### config.mk
export PLATFORM = sky130hd
export DESIGN_NAME = priority_handler_table_top
export DESIGN_NICKNAME = d
export VERILOG_FILES = /design/src/sv/pht_pkg.sv /design/src/sv/pht_cell.sv /design/src/sv/priority_handler_table_top.sv
export SDC_FILE = /design/constraint.sdc
export NUM_CORES = 1
export LEC_CHECK = 0
export BUFFER_PORTS_ARGS = -buffer_cell sky130_fd_sc_hd__buf_2
export CORE_UTILIZATION = 50
export DETAILED_ROUTE_END_ITERATION = 8
export GPL_TIMING_DRIVEN = 0
export PLACE_DENSITY = 0.63
export SYNTH_ARGS = -nofsm -noshare
export SYNTH_HDL_FRONTEND = slang
export SYNTH_SLANG_ARGS = --single-unit
export TNS_END_PERCENT = 5
### constraint.sdc
create_clock -name clk_i -period 6.7 [get_ports clk_i]
set_clock_uncertainty 0.05 [all_clocks]
set_input_delay 1.34 -clock clk_i [delete_from_list [all_inputs] [get_ports clk_i]]
set_output_delay 1.34 -clock clk_i [all_outputs]
set_load 0.1 [all_outputs]
### src/sv/pht_pkg.sv
// ----------------------------------------------------------------------------
// pht_pkg
// shared types and constants for the priority handler table
// ----------------------------------------------------------------------------
package pht_pkg;

  localparam int TABLE_DEPTH = 16;

  localparam logic OP_REGISTER = 1'b0;
  localparam logic OP_DISPATCH = 1'b1;

  typedef enum logic [1:0] {
    ST_REGISTERED = 2'd0,
    ST_FULL       = 2'd1,
    ST_MATCH      = 2'd2,
    ST_NO_MATCH   = 2'd3
  } status_e;

  typedef enum logic {
    S_IDLE,
    S_SCAN
  } state_e;

  // one table entry
  typedef struct packed {
    logic [15:0] prio;
    logic [7:0]  evt;
    logic        wild;
    logic [7:0]  hid;
  } pht_entry_t;

  // handed from a cell to its right neighbor
  typedef struct packed {
    logic       valid;
    logic       gt;
    pht_entry_t ent;
  } pht_link_t;

  // dispatch scan data, handed from a cell to its left neighbor
  typedef struct packed {
    logic       hit;
    logic [7:0] hid;
  } pht_scan_t;

  // broadcast command from the controller to every cell
  typedef struct packed {
    logic       ins;
    logic       load;
    logic       shift;
    pht_entry_t ent;
  } pht_cmd_t;

endpackage

### src/sv/pht_cell.sv
// ----------------------------------------------------------------------------
// pht_cell
// one slot of the sorted table: holds an entry and its dispatch scan bit
// ----------------------------------------------------------------------------
module pht_cell
  import pht_pkg::*;
(
  input  logic      clk_i,
  input  logic      rst_ni,
  input  pht_cmd_t  cmd_i,
  input  pht_link_t left_i,
  output pht_link_t right_o,
  input  pht_scan_t scan_right_i,
  output pht_scan_t scan_o
);

  logic       valid_q, valid_d;
  pht_entry_t ent_q, ent_d;
  logic       hit_q, hit_d;
  logic [7:0] sid_q, sid_d;
  logic       gt;
  logic       ins_here;

  // strict compare keeps arrival order among equal priorities
  assign gt       = valid_q && ($signed(ent_q.prio) > $signed(cmd_i.ent.prio));
  assign ins_here = !left_i.gt && (gt || !valid_q) && left_i.valid;

  always_comb begin
    valid_d = valid_q;
    ent_d   = ent_q;
    hit_d   = hit_q;
    sid_d   = sid_q;
    if (cmd_i.ins) begin
      if (left_i.gt) begin
        valid_d = 1'b1;
        ent_d   = left_i.ent;
      end else if (ins_here) begin
        valid_d = 1'b1;
        ent_d   = cmd_i.ent;
      end
    end
    if (cmd_i.load) begin
      hit_d = valid_q && (ent_q.wild || (ent_q.evt == cmd_i.ent.evt));
      sid_d = ent_q.hid;
    end else if (cmd_i.shift) begin
      hit_d = scan_right_i.hit;
      sid_d = scan_right_i.hid;
    end
  end

  always_ff @(posedge clk_i or negedge rst_ni) begin
    if (!rst_ni) begin
      valid_q <= 1'b0;
      hit_q   <= 1'b0;
    end else begin
      valid_q <= valid_d;
      hit_q   <= hit_d;
    end
  end

  always_ff @(posedge clk_i) begin
    ent_q <= ent_d;
    sid_q <= sid_d;
  end

  assign right_o.valid = valid_q;
  assign right_o.gt    = gt;
  assign right_o.ent   = ent_q;
  assign scan_o.hit    = hit_q;
  assign scan_o.hid    = sid_q;

endmodule

### src/sv/priority_handler_table_top.sv
// ----------------------------------------------------------------------------
// priority_handler_table_top
// sorted table of interrupt handler entries with event dispatch
// ----------------------------------------------------------------------------
// The table is a row of TABLE_DEPTH cells kept sorted by signed priority,
// lower first, equal priorities in arrival order. For a register request,
// every cell compares its priority with the new one at once and either
// keeps its entry, takes its left neighbor's, or takes the new entry; one
// result follows (registered, or full and dropped). A dispatch request
// loads a match bit into every cell, then the row of match bits shifts
// toward cell 0 one step a cycle while the result side does not stall, and
// a result leaves whenever cell 0 holds a match; the scan stops after the
// last match. A dispatch with no match gives one no-match result. A new
// request is taken only once the previous one is finished and its last
// result has left.
// ----------------------------------------------------------------------------
module priority_handler_table_top
  import pht_pkg::*;
(
  input  logic        clk_i,
  input  logic        rst_ni,
  input  logic        in_valid_i,
  output logic        in_stall_o,
  input  logic        op_i,
  input  logic [15:0] priority_req_i,
  input  logic [7:0]  event_code_i,
  input  logic        any_event_i,
  input  logic [7:0]  handler_id_i,
  output logic        out_valid_o,
  input  logic        out_stall_i,
  output logic [1:0]  status_o,
  output logic [7:0]  match_id_o,
  output logic        last_o
);

  pht_link_t                  link [TABLE_DEPTH+1];
  pht_scan_t                  scan [TABLE_DEPTH+1];
  logic [TABLE_DEPTH-1:0]     hits;
  pht_cmd_t                   cmd;
  state_e                     state_q, state_d;
  logic                       out_valid_q, out_valid_d;
  status_e                    status_q, status_d;
  logic [7:0]                 id_q, id_d;
  logic                       last_q, last_d;
  logic                       in_take;
  logic                       out_free;
  logic                       full;
  logic                       rest;

  assign link[0]     = '{valid: 1'b1, gt: 1'b0, ent: '0};
  assign scan[TABLE_DEPTH] = '0;

  for (genvar i = 0; i < TABLE_DEPTH; i++) begin : g_cell
    pht_cell u_cell (
      .clk_i        (clk_i),
      .rst_ni       (rst_ni),
      .cmd_i        (cmd),
      .left_i       (link[i]),
      .right_o      (link[i+1]),
      .scan_right_i (scan[i+1]),
      .scan_o       (scan[i])
    );
    assign hits[i] = scan[i].hit;
  end

  assign full     = link[TABLE_DEPTH].valid;
  assign rest     = |hits[TABLE_DEPTH-1:1];
  assign in_stall_o = (state_q != S_IDLE) || out_valid_q;
  assign in_take  = in_valid_i && !in_stall_o;
  assign out_free = !out_valid_q || !out_stall_i;

  always_comb begin
    state_d     = state_q;
    out_valid_d = out_valid_q && out_stall_i;
    status_d    = status_q;
    id_d        = id_q;
    last_d      = last_q;
    cmd.ins     = 1'b0;
    cmd.load    = 1'b0;
    cmd.shift   = 1'b0;
    cmd.ent     = '{prio: priority_req_i, evt: event_code_i,
                    wild: any_event_i, hid: handler_id_i};
    case (state_q)
      S_IDLE: begin
        if (in_take) begin
          if (op_i == OP_REGISTER) begin
            cmd.ins     = !full;
            out_valid_d = 1'b1;
            status_d    = full ? ST_FULL : ST_REGISTERED;
            id_d        = '0;
            last_d      = 1'b1;
          end else begin
            cmd.load = 1'b1;
            state_d  = S_SCAN;
          end
        end
      end
      S_SCAN: begin
        if (out_free) begin
          if (hits[0]) begin
            out_valid_d = 1'b1;
            status_d    = ST_MATCH;
            id_d        = scan[0].hid;
            last_d      = !rest;
            cmd.shift   = 1'b1;
            if (!rest) begin
              state_d = S_IDLE;
            end
          end else if (!rest) begin
            // nothing matched at all
            out_valid_d = 1'b1;
            status_d    = ST_NO_MATCH;
            id_d        = '0;
            last_d      = 1'b1;
            state_d     = S_IDLE;
          end else begin
            cmd.shift = 1'b1;
          end
        end
      end
      default: begin
        state_d = S_IDLE;
      end
    endcase
  end

  always_ff @(posedge clk_i or negedge rst_ni) begin
    if (!rst_ni) begin
      state_q     <= S_IDLE;
      out_valid_q <= 1'b0;
    end else begin
      state_q     <= state_d;
      out_valid_q <= out_valid_d;
    end
  end

  always_ff @(posedge clk_i) begin
    status_q <= status_d;
    id_q     <= id_d;
    last_q   <= last_d;
  end

  assign out_valid_o = out_valid_q;
  assign status_o    = status_q;
  assign match_id_o  = id_q;
  assign last_o      = last_q;

endmodule

==> summary.txt, run 1 <==
Outcome
  – Result of the run: finished clean

Power and ir drop
  – Leakage power: 15.0 nW
  – PwrDens: 274 nW/um^2
  – Maximum vdd drop: 0.171 mV
  – Final Power: 11.1 mW

Global route
  – Initial antenna violation count: 2
  – Congestion Overflow GR: 0
  – Pin count of the biggest net entering global routing: 67
  – Via count of the first global-routing pass: ~23000
  – Wire length of the first global-routing pass: approximately 140000 um
  – GRT Resource Usage Total: 26.4%

Critical path
  – Class of the most critical setup path: primary input to flip-flop
  – Critical path data required time: between 6 and 7 ns
  – R2R cell count: 7
  – Sort of element at the start of the critical path: primary input
  – Largest driver fanout on the critical path: 33
  – Destination of the worst register-to-register timing path: g_cell[5].u_cell.right_o[1]$_DFFE_PP_
  – Arrival time at the worst endpoint: 6.06 ns
  – Launch instance of the worst register-to-register path: g_cell[5].u_cell.right_o[32]$_DFFE_PP_
  – Critical Path Sink Type: flip-flop
  – R2R Setup Slk: between 2 and 3 ns

Synth
  – Async S/R FF share, synth: 4.96%
  – Number of warnings printed during yosys synthesis: 0
  – Biggest area consumer among synthesized cells: sky130_fd_sc_hd__edfxtp_1
  – Syn_nets: 2952
  – Biggest area contributors in the synthesized netlist: sky130_fd_sc_hd__edfxtp_1, sky130_fd_sc_hd__mux2_2, sky130_fd_sc_hd__ha_1
  – Most frequently used flop master after synthesis: sky130_fd_sc_hd__edfxtp_1
  – Sequential element share of the synthesized area: about 57%
  – Gate count after technology mapping: 2674
  – Commonest cells in the synthesized netlist: sky130_fd_sc_hd__edfxtp_1, sky130_fd_sc_hd__mux2_2, sky130_fd_sc_hd__nand2_1, sky130_fd_sc_hd__ha_1, sky130_fd_sc_hd__a21oi_1
  – Syn Area/Cell: 13.4 um^2
  – Cell Area, Synth: between 30000 and 40000 um^2
  – Synth unique cells: 69
  – Share of the synthesized area in the top cell type: 54.7%
  – Count of flip-flops with a built-in enable after synthesis: 651
  – Synthesis-stage register bit count: 685
  – Most frequent cell after synthesis: sky130_fd_sc_hd__edfxtp_1

Clock network
  – Root Driver: sky130_fd_sc_hd__clkbuf_16
  – Hold-fix buffers, CTS: 0
  – Clock network latency to the later pin of the worst-skew pair: 0.63 ns
  – Clock tree sinks: 685
  – Worst-case clock buffer depth: 3
  – CTS clock-pin slew for the worst setup and hold paths: 0.06 ns
  – Num CTS Buffers: 77
  – CTS tree: built
  – Post-CTS repair timing setup buffer count: 0
  – Resized Gates After CTS: 0
  – H-tree lvl count: 3

Route
  – Iteration-0 DRC count of the detailed router: about 2300
  – Routed via count divided by cell count: 5.92
  – TritonRoute pass-1 iters: 5
  – Number of design rule violations left after detail routing: 0
  – Count of vias placed by the detailed router: around 23000
  – Final ANT Viol Nets: 0
  – Total routed wirelength: 95500 um
  – Post-detailed-route wirelength per cell: 25.0 um

Cells and area
  – Number of fill cells: roughly 5700
  – # nets final: 3097
  – Layout overhead on the synthesized area: 13.1%
  – Layout cells sized above 1: between 20% and 30%
  – Final core utilization: between 50% and 60%

STA
  – Fin. max-slew vios: 0
  – Final number of hold-violating endpoints: 0
  – Final critical path time including I/O delays and setup: just under 6 ns
  – Final setup violation count: 0
  – Worst-margin pin slew: 1.11 ns
  – Worst-case headroom to the max-slew limit: 26.0%
  – Peak clock frequency supported by timing: 170 MHz
  – Setup repair after global routing missed its margin: false
  – Crit share post-route: between 80% and 90%

Placed design
  – Routability Congestion: approximately 0.89
  – Total half-perimeter wirelength after legalization and detailed placement: between 70000 and 80000 um
  – Port Buffers: 50

Floorplan
  – Number of top-level pins: 51
  – Die height: 269 um
  – Total core area: 70400 um^2
  – Effective utilization at floorplan: 50.8%
  – Standard-cell row count: 97
  – Overall die area: between 70000 and 80000 um^2
  – Width of the chip: 269 um

Worst hold path
  – Hold path cells: 2
  – Hold Crit Class: flip-flop to flip-flop
  – Startpoint of the worst hold path: g_cell[5].u_cell.sid_q[6]$_DFFE_PP_
  – Worst-case hold path end point: g_cell[4].u_cell.sid_q[6]$_DFFE_PP_

Job
  – Maxcap violations: 0
logic make-up (layout without fill, tap and decap cells):
| family | after synthesis | count (layout) | share of synthesized area, % |
|---|---|---|---|
| AND/OR/NAND/NOR | 674 | 674 | 8.54 |
| flip-flops | 685 | 685 | 57.1 |
| adder cells (fa/ha/maj) | 240 | 240 | 8.41 |
| other | 0 | 1 | 0 |
| buffers and inverters | 188 | 393 | 2.31 |
| XOR/XNOR | 128 | 128 | 3.14 |
| multiplexers | 486 | 486 | 15.6 |
| AO/OA/AOI/OAI | 273 | 273 | 4.88 |
where the power goes:
part | leakage, nW | total [mW] | switching (mW) | internal [mW]
combinational | 7.30 | 1.45 | 0.896 | 0.558
clock | 1.30 | 4.50 | 1.82 | 2.68
sequential | 6.35 | 5.13 | 0.118 | 5.01
worst max-delay path by stage:
stage,start,endpoint,slack [ns],cells after the start
finish,priority_req_i[15],g_cell[5].u_cell.right_o[1]$_DFFE_PP_,0.83,10
global route,priority_req_i[15],g_cell[5].u_cell.right_o[1]$_DFFE_PP_,0.79,10
CTS,priority_req_i[15],g_cell[3].u_cell.right_o[5]$_DFFE_PP_,1.0,11
detailed placement,priority_req_i[15],g_cell[3].u_cell.right_o[8]$_DFFE_PP_,0.34,11
global placement,priority_req_i[15],g_cell[0].u_cell.right_o[3]$_DFFE_PP_,-1.97,10
floorplan,priority_req_i[13],g_cell[0].u_cell.right_o[0]$_DFFE_PP_,0.54,9
cell usage in the layout (no fill, tap or decap), drive strengths merged, types with 30 or more instances in the layout:
cell    instances
a21oi         102
xnor2          88
dfrtp          34
a31oi          30
mux2          480
edfxtp        651
ha            240
inv            49
nand4          67
xor2           40
clkbuf        181
nand2         437
o21ai          33
buf           120
nor2           43
cell type report:
type | instances | area [um^2] | share of cell area [%]
plain buffers | 142 | 657 | 1.63
diodes | 1 | 2.50 | 0.00620
well taps | 940 | 1180 | 2.91
flip-flops and latches | 685 | 20400 | 50.5
clock buffers | 93 | 2030 | 5.02
multi-input cells | 1801 | 14700 | 36.4
inverters | 46 | 173 | 0.427
repair buffers | 66 | 648 | 1.60
clock inverters | 46 | 624 | 1.55
metrics by stage:
stage	instances	hold slack [ns]	instance area [um^2]	setup slack, ns	TNS [ns]
after floorplan	2674	0.420	35700	0.540	0
after global placement	3664	0.446	37200	-1.97	-710.54
after detailed placement	3680	0.450	37700	0.343	0
after CTS	3819	0.463	40400	0.998	0
after global routing	3819	0.477	40400	0.795	0
final	3820	0.463	40400	0.830	0
sequential cells by signal (all words and copies together), names as in the netlist:
signal and cells:
g_cell.u_cell.right_o 512, g_cell.u_cell.sid_q 128, g_cell.u_cell.hit_q 16, g_cell.u_cell.valid_q 16, match_id_o 8, status_o 2
last_o 1, out_valid_o 1, state_q 1
per-layer routing:
metal / routed length [um] / global-route usage (%) / part of all wire (%) / up-vias
met5: 0 / 0 / 0 / -
met4: 1700 / 6.16 / 1.8 / 0
met3: 7640 / 5.09 / 8.0 / 122
met2: 40400 / 38.0 / 42 / 814
met1: 45800 / 40.7 / 48 / 11300
li1: - / - / - / 10300
critical path, stage by stage:
cell and delay (ns):
sky130_fd_sc_hd__buf_2 0.30, sky130_fd_sc_hd__clkbuf_1 0.55, sky130_fd_sc_hd__inv_1 0.59, sky130_fd_sc_hd__ha_1 0.55
sky130_fd_sc_hd__nand4_1 0.19, sky130_fd_sc_hd__or4_1 0.64, sky130_fd_sc_hd__a21oi_1 0.25, sky130_fd_sc_hd__a2111oi_1 0.14
sky130_fd_sc_hd__a211oi_1 0.57, sky130_fd_sc_hd__o311a_2 0.90
(Power assumes the default switching activity.)
==> inputs of run 2 (changes only) <==
Settings changed: CORE_UTILIZATION 50 to 40, PLACE_DENSITY 0.63 to 0.52.
==> run 2 against run 1 <==
- cell count is 6.2% higher
- maximum frequency is 1.0% lower
- cell area is 0.74% higher
- non-clock buffer count is 3 higher
- critical path depth stayed put
- global-route usage is 3.6 points lower
- worst hold slack worse by 0.0021 ns
- via count is 1.2% lower
- critical endpoint is now g_cell[7].u_cell.right_o[5]$_DFFE_PP_
- highest routed layer unchanged
==> summary.txt, run 2 (same netlist as run 1, synthesis figures left out) <==
STA
  – Final critical path time including I/O delays and setup: around 5.9 ns
  – Worst-case headroom to the max-slew limit: 21.5%
  – Peak clock frequency supported by timing: approximately 170 MHz
  – Worst-margin pin slew: 1.18 ns
  – Final number of hold-violating endpoints: 0
  – Final setup violation count: 0
  – Post-route setup TNS: 0 ns
  – Fin. max-slew vios: 0
  – Crit path setup slack, layout: between 0.7 and 0.8 ns
  – Crit share post-route: 88.5%
  – Setup repair after global routing missed its margin: false

Floorplan
  – Standard-cell row count: 109
  – Effective utilization at floorplan: between 40 and 50%
  – Die height: 301 um
  – Overall die area: a little over 90000 um^2
  – Total core area: 88400 um^2
  – Width of the chip: approximately 300 um
  – Number of top-level pins: 51

Clock network
  – CTS tree: built
  – H-tree lvl count: 3
  – Clock tree sinks: 685
  – Resized Gates After CTS: 0
  – Hold-fix buffers, CTS: 0
  – Worst-case clock buffer depth: 3
  – Clock network latency to the later pin of the worst-skew pair: ~0.66 ns
  – Post-CTS repair timing setup buffer count: 0
  – CTS clock-pin slew for the worst setup and hold paths: 0.06 ns
  – Num CTS Buffers: roughly 80
  – Root Driver: sky130_fd_sc_hd__clkbuf_16

Power and ir drop
  – Portion of total power attributed to combinational logic: 13.3%
  – Internal power of the cells: 8.17 mW
  – PwrDens: 273 nW/um^2
  – Maximum vdd drop: 0.249 mV
  – Register share of total power: a little under half
  – Clock network fraction of total power: 40.5%
  – Switching power as a share of total power: 26.4%
  – Leakage power: 15.0 nW
  – Sw Pwr: 2.94 mW

Route
  – Count of vias placed by the detailed router: 22400
  – Post-detailed-route wirelength per cell: around 25 um
  – Number of design rule violations left after detail routing: 0
  – Iteration-0 DRC count of the detailed router: roughly 2000
  – TritonRoute pass-1 iters: 6
  – Total routed wirelength: around 100000 um
  – Routed via count divided by cell count: roughly 5.5
  – Final ANT Viol Nets: 0

Critical path
  – Arrival time at the worst endpoint: 6.28 ns
  – Crit path top cell by count: sky130_fd_sc_hd__buf_2
  – Cell breakdown of the critical path: buf_2 > clkbuf_1 > inv_1 > ha_1 > nand4_1 > a21oi_1 > nor4b_1 > mux2i_1 > buf_2 > mux2_2
  – Critical Path Slowest Stage Cell: sky130_fd_sc_hd__mux2i_1
  – Sort of element at the start of the critical path: primary input
  – Largest stage delay on the critical path: 1.00 ns
  – Critical Path Sink Type: flip-flop
  – Largest driver fanout on the critical path: 15
  – Critical path data required time: 7.04 ns
  – Class of the most critical setup path: primary input to flip-flop

Worst hold path
  – Hold Crit Class: flip-flop to flip-flop

Cells and area
  – Layout overhead on the synthesized area: 13.9%
  – Flip-flop count of the largest register after layout: 512
  – Layout cells sized above 1: 25.3%
  – Most common cell after layout, fill and taps aside: sky130_fd_sc_hd__edfxtp_1
  – # nets final: between 3000 and 4000
  – Number of fill cells: 8015
  – Leading cell types in the layout, fill and taps excluded: sky130_fd_sc_hd__edfxtp_1, sky130_fd_sc_hd__mux2_2, sky130_fd_sc_hd__nand2_1
  – Final design area excluding fillers: 40700 um^2

Global route
  – Pin count of the biggest net entering global routing: 63
  – GRT Resource Usage Total: 22.7%
  – Wire length of the first global-routing pass: 152000 um
  – Initial antenna violation count: 4
  – Congestion Overflow GR: 0
  – Via count of the first global-routing pass: around 23000

Placed design
  – Cell area reported after detailed placement: 38000 um^2
  – Minimum setup slack after placement: 0.102 ns
  – Port Buffers: 50
  – Total half-perimeter wirelength after legalization and detailed placement: around 76000 um
  – Routability Congestion: 0.857

Job
  – Maxcap violations: 0

Outcome
  – Result of the run: finished clean
## run 2: cell type report
class	instances	area, um^2	share of cell area (%)
Sequential cell	685	20400	50.1
Multi-Input combinational cell	1801	14700	36.1
Clock buffer	94	2050	5.05
Tap cell	1165	1460	3.58
Timing Repair Buffer	69	667	1.64
Buffer	142	657	1.61
Clock inverter	52	593	1.46
Inverter	46	173	0.424
Antenna cell	3	7.51	0.0184
## run 2: worst max-delay path, delay by kind of cell
family	cells	cell delay [ns]
buffers and inverters	4	1.89
AOI/OAI and AO/OA	1	0.14
adders and majority gates	1	0.56
and+or+nand+nor	2	0.92
muxes	2	1.39
## run 2: metrics by stage
step / cells / utilization, % / power (mW) / hold WS (ns)
after floorplan: 2674 / - / 6.25 / 0.420
after CTS: 4054 / 46.0 / 11.2 / 0.462
after global routing: 4056 / 46.0 / 11.5 / 0.473
after global placement: 3889 / 42.4 / 6.67 / 0.448
after detailed placement: 3908 / 43.0 / 6.69 / 0.449
final: 4057 / 46.0 / 11.1 / 0.461
## run 2: path summary, 6_finish.rpt
path                                                         from                                      to  slack, ns  cells after the start
max                                            priority_req_i[15]   g_cell[7].u_cell.right_o[5]$_DFFE_PP_       0.77                     10
min                           g_cell[6].u_cell.sid_q[6]$_DFFE_PP_     g_cell[5].u_cell.sid_q[6]$_DFFE_PP_       0.46                      2
max reg2reg                g_cell[7].u_cell.right_o[30]$_DFFE_PP_  g_cell[8].u_cell.right_o[10]$_DFFE_PP_       2.58                      8
min reg2reg                   g_cell[6].u_cell.sid_q[6]$_DFFE_PP_     g_cell[5].u_cell.sid_q[6]$_DFFE_PP_       0.46                      2
max in group asynchronous                                  rst_ni    g_cell[4].u_cell.valid_q$_DFFE_PN0P_       5.23                      1
min in group asynchronous                                  rst_ni      g_cell[0].u_cell.hit_q$_DFFE_PN0P_       0.76                      1
## run 2: per-layer routing
| metal | track usage [%] | wire length [um] | vias up |
|---|---|---|---|
| met5 | 0 | 0 | - |
| met4 | 5.67 | 1770 | 0 |
| met3 | 2.73 | 4770 | 113 |
| met2 | 35.8 | 46400 | 591 |
| met1 | 33.3 | 49100 | 11300 |
| li1 | - | - | 10300 |
## run 2: power groups by stage
| stage | clock network, mW | logic, mW | registers [mW] |
|---|---|---|---|
| floorplan | 0 | 0.873 | 5.37 |
| global placement | 0 | 1.43 | 5.24 |
| detailed placement | 0 | 1.48 | 5.22 |
| CTS | 4.57 | 1.49 | 5.13 |
| global route | 4.71 | 1.60 | 5.15 |
| finish | 4.49 | 1.48 | 5.13 |
